--- src/design/dmc_pkg.sv ---
// Shared types and constants for the direct-mapped cache with refill.
// Holds the beat payload structs, the controller state type and the
// command and status bundles. Depends on nothing.
`default_nettype none

package dmc_pkg;

  localparam int ADDR_W  = 10;
  localparam int BYTE_W  = 8;
  localparam int COUNT_W = 16;
  localparam int TIME_W  = 32;

  localparam int DEF_NUM_LINES    = 4;
  localparam int DEF_BLOCK_BYTES  = 8;
  localparam int DEF_MEM_BYTES    = 1024;
  localparam int DEF_MISS_PENALTY = 10;

  localparam logic [COUNT_W-1:0] COUNT_MAX  = '1;
  localparam logic [TIME_W-1:0]  TIME_MAX   = '1;
  localparam logic [TIME_W-1:0]  TIME_RESET = TIME_W'(1);

  typedef enum logic {
    OP_STORE  = 1'b0,
    OP_ACCESS = 1'b1
  } op_t;

  typedef struct packed {
    op_t               operation;
    logic [ADDR_W-1:0] address;
    logic [BYTE_W-1:0] write_byte;
  } req_t;

  typedef struct packed {
    logic               hit;
    logic [BYTE_W-1:0]  read_byte;
    logic [COUNT_W-1:0] miss_total;
    logic [COUNT_W-1:0] access_total;
    logic [TIME_W-1:0]  sim_time;
  } rsp_t;

  typedef enum logic [1:0] {
    ST_IDLE,
    ST_CHECK,
    ST_REFILL,
    ST_FINISH
  } state_t;

  typedef struct packed {
    logic capture;
    logic store;
    logic judge;
    logic refill;
    logic deliver;
  } cmd_t;

  typedef struct packed {
    logic is_access;
    logic hit;
    logic refill_last;
    logic out_free;
  } sts_t;

endpackage

`default_nettype wire

--- src/design/dmc_ctrl.sv ---
// Controller state machine of the cache: sequences lookup, store, refill
// and delivery. Depends on dmc_pkg.
`default_nettype none

module dmc_ctrl (
  input  wire logic          clk,
  input  wire logic          rst,
  input  wire logic          request_valid,
  output logic               request_stall,
  input  wire dmc_pkg::sts_t sts,
  output dmc_pkg::cmd_t      cmd
);

  import dmc_pkg::*;

  state_t state;
  state_t state_next;

  always_ff @(posedge clk) begin
    if (rst) begin
      state <= ST_IDLE;
    end else begin
      state <= state_next;
    end
  end

  always_comb begin
    state_next    = state;
    cmd           = '0;
    request_stall = 1'b1;
    unique case (state)
      ST_IDLE: begin
        request_stall = 1'b0;
        if (request_valid) begin
          cmd.capture = 1'b1;
          state_next  = ST_CHECK;
        end
      end
      ST_CHECK: begin
        if (!sts.is_access) begin
          cmd.store  = 1'b1;
          state_next = ST_FINISH;
        end else begin
          cmd.judge = 1'b1;
          if (sts.hit) begin
            state_next = ST_FINISH;
          end else begin
            state_next = ST_REFILL;
          end
        end
      end
      ST_REFILL: begin
        cmd.refill = 1'b1;
        if (sts.refill_last) begin
          state_next = ST_FINISH;
        end
      end
      ST_FINISH: begin
        if (sts.out_free) begin
          cmd.deliver = 1'b1;
          state_next  = ST_IDLE;
        end
      end
      default: begin
        state_next = ST_IDLE;
      end
    endcase
  end

endmodule

`default_nettype wire

--- config.mk ---
export PLATFORM = sky130hd
export DESIGN_NAME = dmc_ctrl
export DESIGN_NICKNAME = d
export VERILOG_FILES = /design/src/design/dmc_pkg.sv /design/src/design/dmc_ctrl.sv
export SDC_FILE = /design/constraint.sdc
export NUM_CORES = 1
export LEC_CHECK = 0
export ABC_CLOCK_PERIOD_IN_PS = 2000
export BUFFER_PORTS_ARGS = -buffer_cell sky130_fd_sc_hd__clkbuf_2
export CELL_PAD_IN_SITES_DETAIL_PLACEMENT = 0
export CELL_PAD_IN_SITES_GLOBAL_PLACEMENT = 2
export CORE_AREA = 5 5 42 44
export CTS_CLUSTER_DIAMETER = 40
export DETAILED_ROUTE_END_ITERATION = 10
export DIE_AREA = 0 0 47 49
export PLACE_DENSITY = 0.7
export SLEW_MARGIN = 10
export SYNTH_ARGS = -nofsm -noshare
export SYNTH_HDL_FRONTEND = slang
export SYNTH_SLANG_ARGS = --single-unit
--- constraint.sdc ---
create_clock -name clk -period 2 [get_ports clk]
set_input_delay 0.4 -clock clk [delete_from_list [all_inputs] [get_ports clk]]
set_output_delay 0.4 -clock clk [all_outputs]
set_load 0.005 [all_outputs]
# Word level (Yosys, flattened, before mapping)
# Cells that the tools add are included.
[op_classes]
n_eq_ne = 6
muxes = 15
n_reduce_logical = 2
[op_table]
columns = ["operator", "count"]
rows = [
  ["$mux W2", 5],
  ["$mux W1", 9],
  ["$pmux W2 S4", 1],
  ["$ne A2 B2 Y1 const B", 3],
  ["$eq A2 B2 Y1 const B", 2],
  ["$reduce_and A3 Y1", 1],
  ["$eq A2 B1 Y1 const B", 1],
  ["$logic_not A2 Y1", 1],
]
[totals]
register_bits = 2
out_inout_bits = 6
word_cells = 24

# Logic depth before layout (Yosys ltp)
# Gate-level depths: netlist of the first run.
[logic_depth]
word_depth = 3
ltp_mapped = 5

# Worst setup path before layout of the first run
# Ideal clock, no wire load.
[synth_path]
kind = "flip-flop to flip-flop"
startpoint = "register state[1]"
endpoint = "register state[0]"
setup_ns = 0.091
t_arrival_ns = 1.426
required_ns = 1.909
setup_slack_ns = 0.483
stages_incl_launch_ff = 6
path_buffers = 0
period_less_slack_ns = 1.517
path_cell_list = "dfxtp_1 > inv_1 > ha_1 > and2b_1 > o41a_1 > a311oi_1"
[synth_via]
elab_chain_cells = 3
elab_cells_between_ends = 9
[synth_lines]
columns = ["element", "line", "source"]
rows = [
  ["start, declared", "dmc_ctrl.sv:16", "state_t state;"],
  ["start signal, assigned", "dmc_ctrl.sv:23", "state <= state_next;"],
  ["$eq A2 B2 Y1 or $logic_not A2 Y1 (tied branches)", "dmc_ctrl.sv:31", "unique case (state)"],
  ["$ne A2 B2 Y1 (no line)", "--", ""],
  ["$reduce_and A3 Y1 (no line)", "--", ""],
]
# Parallel ways exist; a longest one is shown, timed or not.
# A chain may end at the register's enable or synchronous reset.

# Final worst setup path of the first run
[layout_path]
startpoint = "register state[0]"
endpoint = "register state[0]"
# The elaborated chain is that of the path after synthesis.

==> flow_metrics.tcl, run 1 <==
set metrics [dict create \
    crit_type "register to register" \
    hold_violations 0 \
    syn_nets 39 \
    regMostFlops "state" \
    die_area_sq_mm 0.00230 \
    yosysWarnings 0 \
    ys_ff_latch 2 \
    cp_slowest_stage_delay_ns 0.42 \
    fmax_mhz 602 \
    relSlewSlack 0.835 \
    grt_pass1_wl_um 814 \
    ys_types 15 \
    gp_congestion 0.653 \
    ios 13 \
    design_area_sq_um 328 \
    synth_xor_area_frac 0 \
    post_cts_buffers 0 \
    gr-total-overflow 0 \
    power.density_mw_per_mm2 1270 \
    fin_crit_sh 0.830 \
    drt-total-wl_um 521 \
    grt.total_usage 0.0520 \
    start_util 0.161 \
    outcome "complete, no violations" \
    setup_viol 0 \
    drc 0 \
    tritoncts "built" \
    fin_crit_ns 1.66 \
    rsz0062_at_grt "false" \
    insertion_delay_ns 0.23 \
    ys_seq_area_frac 0.178 \
    drv_slew 0 \
    hp-class "input pin to register" \
    ctsResizeCount 0 \
    h-tree-depth 1 \
    cts.clk_slew.worst_paths_ns 0.03 \
    synth_fa_ha_area_frac 0.278 \
    cp_cell_sequence "inv_1 > ha_1 > and2b_1 > o41a_1 > a311oi_1" \
    via_per_inst 3.93 \
    yosys.area_share.simple 0.311 \
    synth_compound_area_frac 0.167 \
    ir_worst_vdd_uv 269 \
    critPathBufInv 1 \
    antennaDiodeCount 0 \
    layout_common_cells "clkbuf_2, ha_1, inv_1" \
    synth.cell_area_sq_um 225 \
    cp.arrival_ns 1.80 \
    holdBufCountCts 0 \
    crit_path_start_kind "register" \
    wire_per_inst_um 8.98 \
    critPathRequiredTime_ns 2.14 \
    reg_top3 "state (2)" \
    skew_ns 0.00114 \
    vias 228 \
    drtPass1Iterations 3 \
    synthMuxAreaShare 0 \
    slowest_stage "o41a_1" \
    cap_violations 0 \
    chipHeight_um 49 \
    io_buffers 12 \
    grt_antenna_before_repair 0 \
    fin_nets 56 \
    crit_family "compound AO/OA/AOI/OAI gates" \
    dpl_cell_area_sq_um 305 \
    drive_above_1_share 0.381 \
    largest_reg_flops 2 \
    clockBufferDepth 2 \
    synthCells 27 \
    grt_max_degree 6 \
    worst_pin_slew_ns 0.247 \
    core_area_sq_mm 0.00140 \
    p_leak_nw 0.180 \
    die_w_um 47 \
    path_max_fanout 5 \
    clock-sinks 2 \
    syn_area_per_cell_sq_um 8.34 \
    grt_pass1_vias 218 \
    rows 14 \
    dpl.hpwl_um 426 \
    clock-root-buffer "clkbuf_4" \
    synth_top_family_by_area "simple AND/OR/NAND/NOR gates" \
    tns_ns 0 \
    fillers 162 \
    first_iter_violations 2 \
    mostFrequentLayoutCell "clkbuf_2" \
    numCtsBuffers 3 \
    synthToLayoutAreaGrowth_pct 45.6 \
    crit_path_end_kind "register" \
    ant_nets 0 \
]
kinds of logic after synthesis:
| logic type | count (synthesis) |
|---|---|
| fa+ha+maj | 5 |
| simple gates | 11 |
| buf+inv | 4 |
| compound gates | 5 |
| flops | 2 |
stage by stage:
stage | instances | util | hold WS (ns) | worst slack (ns) | power, W
3_3_place_gp | 55 | 0.218 | 0.517 | 0.323 | 0.000333
6_report | 58 | 0.234 | 0.342 | 0.339 | 0.000418
4_1_cts | 58 | 0.234 | 0.342 | 0.332 | 0.000425
5_1_grt | 58 | 0.234 | 0.346 | 0.255 | 0.000462
3_5_place_dp | 55 | 0.218 | 0.530 | 0.335 | 0.000326
2_1_floorplan | 27 | - | 0.469 | 0.483 | 0.000244
metal layers:
layer | routed length, um | global-route usage | vias to the layer above
met3 | 12 | 0.0111 | 2
met4 | 17 | 0.0691 | 0
met5 | 0 | 0 | -
li1 | - | - | 123
met2 | 282 | 0.0724 | 4
met1 | 209 | 0.0525 | 99
path summary, 6_finish.rpt:
path	start	end	slack [ns]	cells past startpoint
min reg2reg	state[1]	state[1]	0.54	2
min	rst	state[1]	0.34	2
max	state[0]	state[0]	0.34	5
max reg2reg	state[0]	state[0]	0.34	5
synth_stat cells:
cell type  count  area share
o31ai_1        1       0.033
and2_1         2       0.056
and2_2         1       0.033
and2b_1        2       0.067
a311oi_1       1       0.039
or4b_1         1       0.044
nor2b_1        2       0.056
inv_1          4       0.067
nor2_1         2       0.033
o41a_1         1       0.050
nor3_1         1       0.022
ha_1           5        0.28
dfxtp_1        2        0.18
a21oi_1        1       0.022
o21ai_0        1       0.022
power by group:
group          internal [W]   total, W  switching, W
combinational      0.000124   0.000242      0.000119
sequential        0.0000595  0.0000817     0.0000222
clock             0.0000665  0.0000939     0.0000273
total              0.000250   0.000418      0.000168
area by class of cell:
type | instances | area [sq um] | area share
Inverter | 4 | 15.0 | 0.0458
Sequential cell | 2 | 40.0 | 0.122
Timing Repair Buffer | 12 | 60.1 | 0.183
Multi-Input combinational cell | 21 | 170 | 0.519
Clock buffer | 3 | 22.5 | 0.0687
Tap cell | 16 | 20.0 | 0.0611
Note: power is estimated with default switching activity, not from simulation.
==> run 2: changes to the inputs <==
--- a/config.mk
+++ b/config.mk
@@ -5,15 +5,16 @@
 export SDC_FILE = /design/constraint.sdc
 export NUM_CORES = 1
 export LEC_CHECK = 0
-export ABC_CLOCK_PERIOD_IN_PS = 2000
+export ABC_AREA = 1
+export ABC_CLOCK_PERIOD_IN_PS = 1700
 export BUFFER_PORTS_ARGS = -buffer_cell sky130_fd_sc_hd__clkbuf_2
 export CELL_PAD_IN_SITES_DETAIL_PLACEMENT = 0
 export CELL_PAD_IN_SITES_GLOBAL_PLACEMENT = 2
-export CORE_AREA = 5 5 42 44
+export CORE_MARGIN = 5
+export CORE_UTILIZATION = 18
 export CTS_CLUSTER_DIAMETER = 40
 export DETAILED_ROUTE_END_ITERATION = 10
-export DIE_AREA = 0 0 47 49
-export PLACE_DENSITY = 0.7
+export PLACE_DENSITY = 0.77
 export SLEW_MARGIN = 10
 export SYNTH_ARGS = -nofsm -noshare
 export SYNTH_HDL_FRONTEND = slang
==> constraint.sdc (replaced) <==
create_clock -name clk -period 1.7 [get_ports clk]
set_input_delay 0.34 -clock clk [delete_from_list [all_inputs] [get_ports clk]]
set_output_delay 0.34 -clock clk [all_outputs]
set_load 0.005 [all_outputs]
==> run 2 against run 1 <==
Effect of this change:
- synthesized cell count increased by 41%
- core utilization up 3.2 points
- hold slack lost 0.030 ns
- highest routed layer is now met3
==> flow_metrics.tcl, run 2 <==
set metrics [dict create \
    wire_per_inst_um 6.78 \
    gp_congestion 0.656 \
    min_to "state[1]" \
    yosys.cell_count.top_type "inv_1" \
    crit_path_start_kind "register" \
    fin_crit_ns 1.50 \
    synth_top_area_cell "ha_1" \
    ctsResizeCount 0 \
    start_util 0.187 \
    grt_pass1_vias 233 \
    clockBufferDepth 2 \
    largest_reg_flops 2 \
    cp_cell_sequence "inv_1 > ha_1 > nand2_1 > inv_1 > clkbuf_2" \
    insertion_delay_ns 0.22 \
    cp_slowest_stage_delay_ns 0.39 \
    h-tree-depth 1 \
    ys_ff_latch 2 \
    tritoncts "built" \
    synth_area_leaders "ha_1, inv_1, nand2_1" \
    chipHeight_um 46.5 \
    ys_seq_area_frac 0.167 \
    synthCells 38 \
    post_cts_buffers 0 \
    outcome "complete, no violations" \
    power.density_mw_per_mm2 1430 \
    power_w 0.000490 \
    layout_common_cells "inv_1, clkbuf_2, nand2_1" \
    worst_pin_slew_ns 0.176 \
    reg2reg_depth 7 \
    reg_top3 "state (2)" \
    regMostFlops "state" \
    fmax_mhz 669 \
    ys.flop_type "dfxtp_1" \
    hold_violations 0 \
    grt.total_usage 0.0544 \
    hp-class "input pin to register" \
    critPathRequiredTime_ns 1.36 \
    dpl.hpwl_um 395 \
    crit_start "state[0]" \
    drive_above_1_share 0.377 \
    skew_ns 0.000915 \
    die_w_um 46.5 \
    rows 13 \
    die_area_sq_mm 0.00217 \
    tns_ns 0 \
    antennaDiodeCount 0 \
    async_flop_share 0 \
    rsz0062_at_grt "false" \
    relSlewSlack 0.883 \
    cp.arrival_ns 1.16 \
    setup_viol 0 \
    drc 0 \
    vias 235 \
    crit_type "register to output port" \
    hold_slack_ns 0.312 \
    gr-total-overflow 0 \
    drtPass1Iterations 2 \
    synth_top_area_share 0.260 \
    r2r_start "state[0]" \
    r2r_end "state[0]" \
    core_area_sq_mm 0.00128 \
    min_from "rst" \
    drv_slew 0 \
    holdBufCountCts 0 \
    synthTopCellsByCount "inv_1, nand2_1, ha_1" \
    ios 13 \
    first_iter_violations 4 \
    clock-root-buffer "clkbuf_4" \
    whs_path_depth 2 \
    cts.clk_slew.worst_paths_ns 0.03 \
    yosysWarnings 0 \
    r2r_slack_ns 0.48 \
    crit_path_end_kind "output port" \
    clock-sinks 2 \
    slowest_stage "dfxtp_1" \
    crit_top_cell "inv_1" \
    grt_pass1_wl_um 793 \
    ir_worst_vdd_uv 575 \
    via_per_inst 3.46 \
    syn_nets 50 \
    numCtsBuffers 3 \
    ys_types 10 \
    fin_nets 67 \
    synthToLayoutAreaGrowth_pct 42.2 \
    ant_nets 0 \
    drt-total-wl_um 461 \
    synth_edf_count 0 \
    synth.cell_area_sq_um 240 \
    path_max_fanout 5 \
    grt_max_degree 6 \
    cap_violations 0 \
    grt_antenna_before_repair 0 \
    fin_crit_sh 0.880 \
    fin_util 0.266 \
    syn_area_per_cell_sq_um 6.32 \
    p_leak_nw 0.227 \
    io_buffers 12 \
]
==> run 2: cell count changes in the layout (fill, tap and decap cells not counted), moves of 2 or more <==
cell,delta
and2_1,-2
a21oi_2,+2
nand3_1,+2
nand2_1,+11
inv_1,+8
nor2b_1,-2
and2b_1,-2
==> run 2: final cells by class <==
class                      count  area [sq um]
timing repair buffer          12          60.1
clock buffer                   3          22.5
sequential                     2          40.0
tap                           15          18.8
inverter                      13          48.8
multi-input combinational     23           151
fill                         152           943
==> run 2: cell families (layout without fill, tap and decap cells) <==
kind of cell    count (synthesis)  count (layout)  synth area share
compound gates                  2               2            0.0729
fa+ha+maj                       5               5             0.260
buf+inv                        13              28             0.203
flops                           2               2             0.167
simple gates                   16              16             0.297
==> run 2: critical path: cells and delay by family (launching register included) <==
| kind | cells | cell delay (ns) |
|---|---|---|
| simple gates | 1 | 0.06 |
| flops | 1 | 0.39 |
| buf+inv | 3 | 0.25 |
| fa+ha+maj | 1 | 0.23 |
==> run 2: worst max path at each step <==
stage / endpoint / slack [ns] / cells after the start
after CTS: cmd[4] / 0.19 / 5
after detailed placement: cmd[4] / 0.44 / 5
after global routing: cmd[4] / 0.12 / 5
after global placement: cmd[2] / 0.45 / 5
after floorplan: state[0] / 0.59 / 7
final: cmd[4] / 0.20 / 5
==> run 2: power by group <==
| part | internal [W] | total, W | switching [W] |
|---|---|---|---|
| combinational | 0.000128 | 0.000288 | 0.000159 |
| sequential | 0.0000694 | 0.0000983 | 0.0000289 |
| clock | 0.0000778 | 0.000104 | 0.0000262 |
==> run 2: through the flow <==
| stage | setup slack, ns | instance area (sq um) | instances |
|---|---|---|---|
| 2_1_floorplan | 0.590 | 240 | 38 |
| 3_3_place_gp | 0.448 | 319 | 65 |
| 3_5_place_dp | 0.436 | 319 | 65 |
| 4_1_cts | 0.193 | 342 | 68 |
| 5_1_grt | 0.125 | 342 | 68 |
| 6_report | 0.205 | 342 | 68 |
==> run 2: layer usage <==
metal / vias to the layer above / wire [um] / GRT usage
li1: 139 / - / -
met1: 92 / 209 / 0.0548
met2: 4 / 224 / 0.0824
met3: 0 / 27 / 0.0234
met4: 0 / 0 / 0.0511
met5: - / 0 / 0
==> run 3: changes to the inputs <==
==> config.mk (replaced) <==
export PLATFORM = sky130hd
export DESIGN_NAME = dmc_ctrl
export DESIGN_NICKNAME = d
export VERILOG_FILES = /design/src/design/dmc_pkg.sv /design/src/design/dmc_ctrl.sv
export SDC_FILE = /design/constraint.sdc
export NUM_CORES = 1
export LEC_CHECK = 0
export ABC_AREA = 1
export CELL_PAD_IN_SITES_DETAIL_PLACEMENT = 0
export CELL_PAD_IN_SITES_GLOBAL_PLACEMENT = 2
export CORE_AREA = 5 5 42 44
export CTS_CLUSTER_DIAMETER = 40
export DETAILED_ROUTE_END_ITERATION = 10
export DIE_AREA = 0 0 47 49
export DONT_BUFFER_PORTS = 1
export PLACE_DENSITY = 0.6
export SLEW_MARGIN = 10
export SYNTH_ARGS = -nofsm -noshare
export SYNTH_HDL_FRONTEND = slang
export SYNTH_SLANG_ARGS = --single-unit
==> run 3 against run 2 <==
Effect of this change:
- non-clock buffer count down 12
- sequential share of layout area rose by 2.4 points
- register-to-register slack barely moved
- sequential power fell by 2.0%
- global-route usage down 0.51 points
- fmax rose by 6.8%
- critical path type unchanged
==> flow_metrics.tcl, run 3 (synthesis results as in run 2) <==
set metrics [dict create \
    outcome "complete, no violations" \
    cp_cell_sequence "inv_1 > ha_1 > nand2_1 > inv_1" \
    layout_common_cells "inv_1, nand2_1, ha_1" \
    gp_congestion 0.611 \
    clockBufferDepth 2 \
    grt_antenna_before_repair 0 \
    fillers 174 \
    r2r_slack_ns 0.49 \
    clock-root-buffer "clkbuf_4" \
    crit_path_end_kind "output port" \
    vias 207 \
    ir_worst_vdd_uv 431 \
    hp-class "input pin to register" \
    critPathRequiredTime_ns 1.36 \
    largest_reg_flops 2 \
    drv_slew 0 \
    drc 0 \
    path_max_fanout 5 \
    tns_ns 0 \
    first_iter_violations 4 \
    p_leak_nw 0.175 \
    min_to "state[1]" \
    die_w_um 47 \
    hold_violations 0 \
    grt_pass1_vias 203 \
    insertion_delay_ns 0.22 \
    fin_crit_ns 1.40 \
    gr-total-overflow 0 \
    crit_top_cell "inv_1" \
    drive_above_1_share 0.195 \
    crit_type "register to output port" \
    reg_top3 "state (2)" \
    place_inst 54 \
    chipHeight_um 49 \
    cp.arrival_ns 1.06 \
    tritoncts "built" \
    slowest_stage "dfxtp_1" \
    post_cts_buffers 0 \
    relSlewSlack 0.890 \
    cp_slowest_stage_delay_ns 0.38 \
    ctsResizeCount 0 \
    fin_nets 55 \
    power.density_mw_per_mm2 1550 \
    drtPass1Iterations 2 \
    r2r_start "state[0]" \
    grt_pass1_wl_um 800 \
    start_util 0.171 \
    mostFrequentLayoutCell "inv_1" \
    worst_pin_slew_ns 0.165 \
    grt.total_usage 0.0493 \
    synthToLayoutAreaGrowth_pct 17.7 \
    io_buffers 0 \
    dpl.hpwl_um 397 \
    grt_max_degree 6 \
    whs_path_depth 1 \
    rsz0062_at_grt "false" \
    die_area_sq_mm 0.00230 \
    rows 14 \
    numCtsBuffers 3 \
    reg2reg_depth 7 \
    cts.clk_slew.worst_paths_ns 0.03 \
    critPathBufInv 2 \
    antennaDiodeCount 0 \
    r2r_end "state[0]" \
    cap_violations 0 \
    fmax_mhz 714 \
    ios 13 \
    drt-total-wl_um 442 \
    wire_per_inst_um 7.75 \
    min_from "rst" \
    core_area_sq_mm 0.00140 \
    skew_ns 0.000504 \
    h-tree-depth 1 \
    crit_path_start_kind "register" \
    final_cells 57 \
    regMostFlops "state" \
    crit_family "flip-flops" \
    power_w 0.000439 \
    ant_nets 0 \
    fin_crit_sh 0.824 \
    holdBufCountCts 0 \
    via_per_inst 3.63 \
    setup_viol 0 \
    clock-sinks 2 \
]
==> run 3: stage by stage <==
stage	utilization	setup WS [ns]	instance area [sq um]	hold WS [ns]
CTS	0.202	0.276	283	0.171
global route	0.202	0.184	283	0.160
detailed placement	0.186	0.463	260	0.406
floorplan	-	0.590	240	0.402
finish	0.202	0.300	283	0.177
global placement	0.186	0.433	260	0.404
==> run 3: cell type report <==
type                       count  area, sq um  share of cell area
sequential                     2         40.0               0.142
multi-input combinational     23          151               0.535
tap                           16         20.0              0.0708
clock buffer                   3         22.5              0.0796
inverter                      13         48.8               0.173
==> run 3: report_power, final <==
| group | switching [W] | leakage [nW] | internal (W) | total [W] |
|---|---|---|---|---|
| clock network | 0.0000257 | 0.0138 | 0.0000777 | 0.000103 |
| registers | 0.0000268 | 0.0165 | 0.0000695 | 0.0000963 |
| logic | 0.000146 | 0.145 | 0.0000928 | 0.000239 |
| total | 0.000199 | 0.175 | 0.000240 | 0.000439 |
==> run 3: worst max-delay path by stage <==
| stage | end | cells after the start | start |
|---|---|---|---|
| 2_1_floorplan | state[0] | 7 | state[0] |
| 3_3_place_gp | state[0] | 7 | state[0] |
| 3_5_place_dp | state[0] | 7 | state[0] |
| 4_1_cts | cmd[4] | 4 | state[0] |
| 5_1_grt | cmd[4] | 4 | state[0] |
| 6_report | cmd[4] | 4 | state[0] |
==> run 3: routing by layer <==
layer,up-vias,track usage,routed length (um)
met2,6,0.0724,216
met4,0,0.0415,17
li1,115,-,-
met5,-,0,0
met1,84,0.0482,174
met3,2,0.0258,34
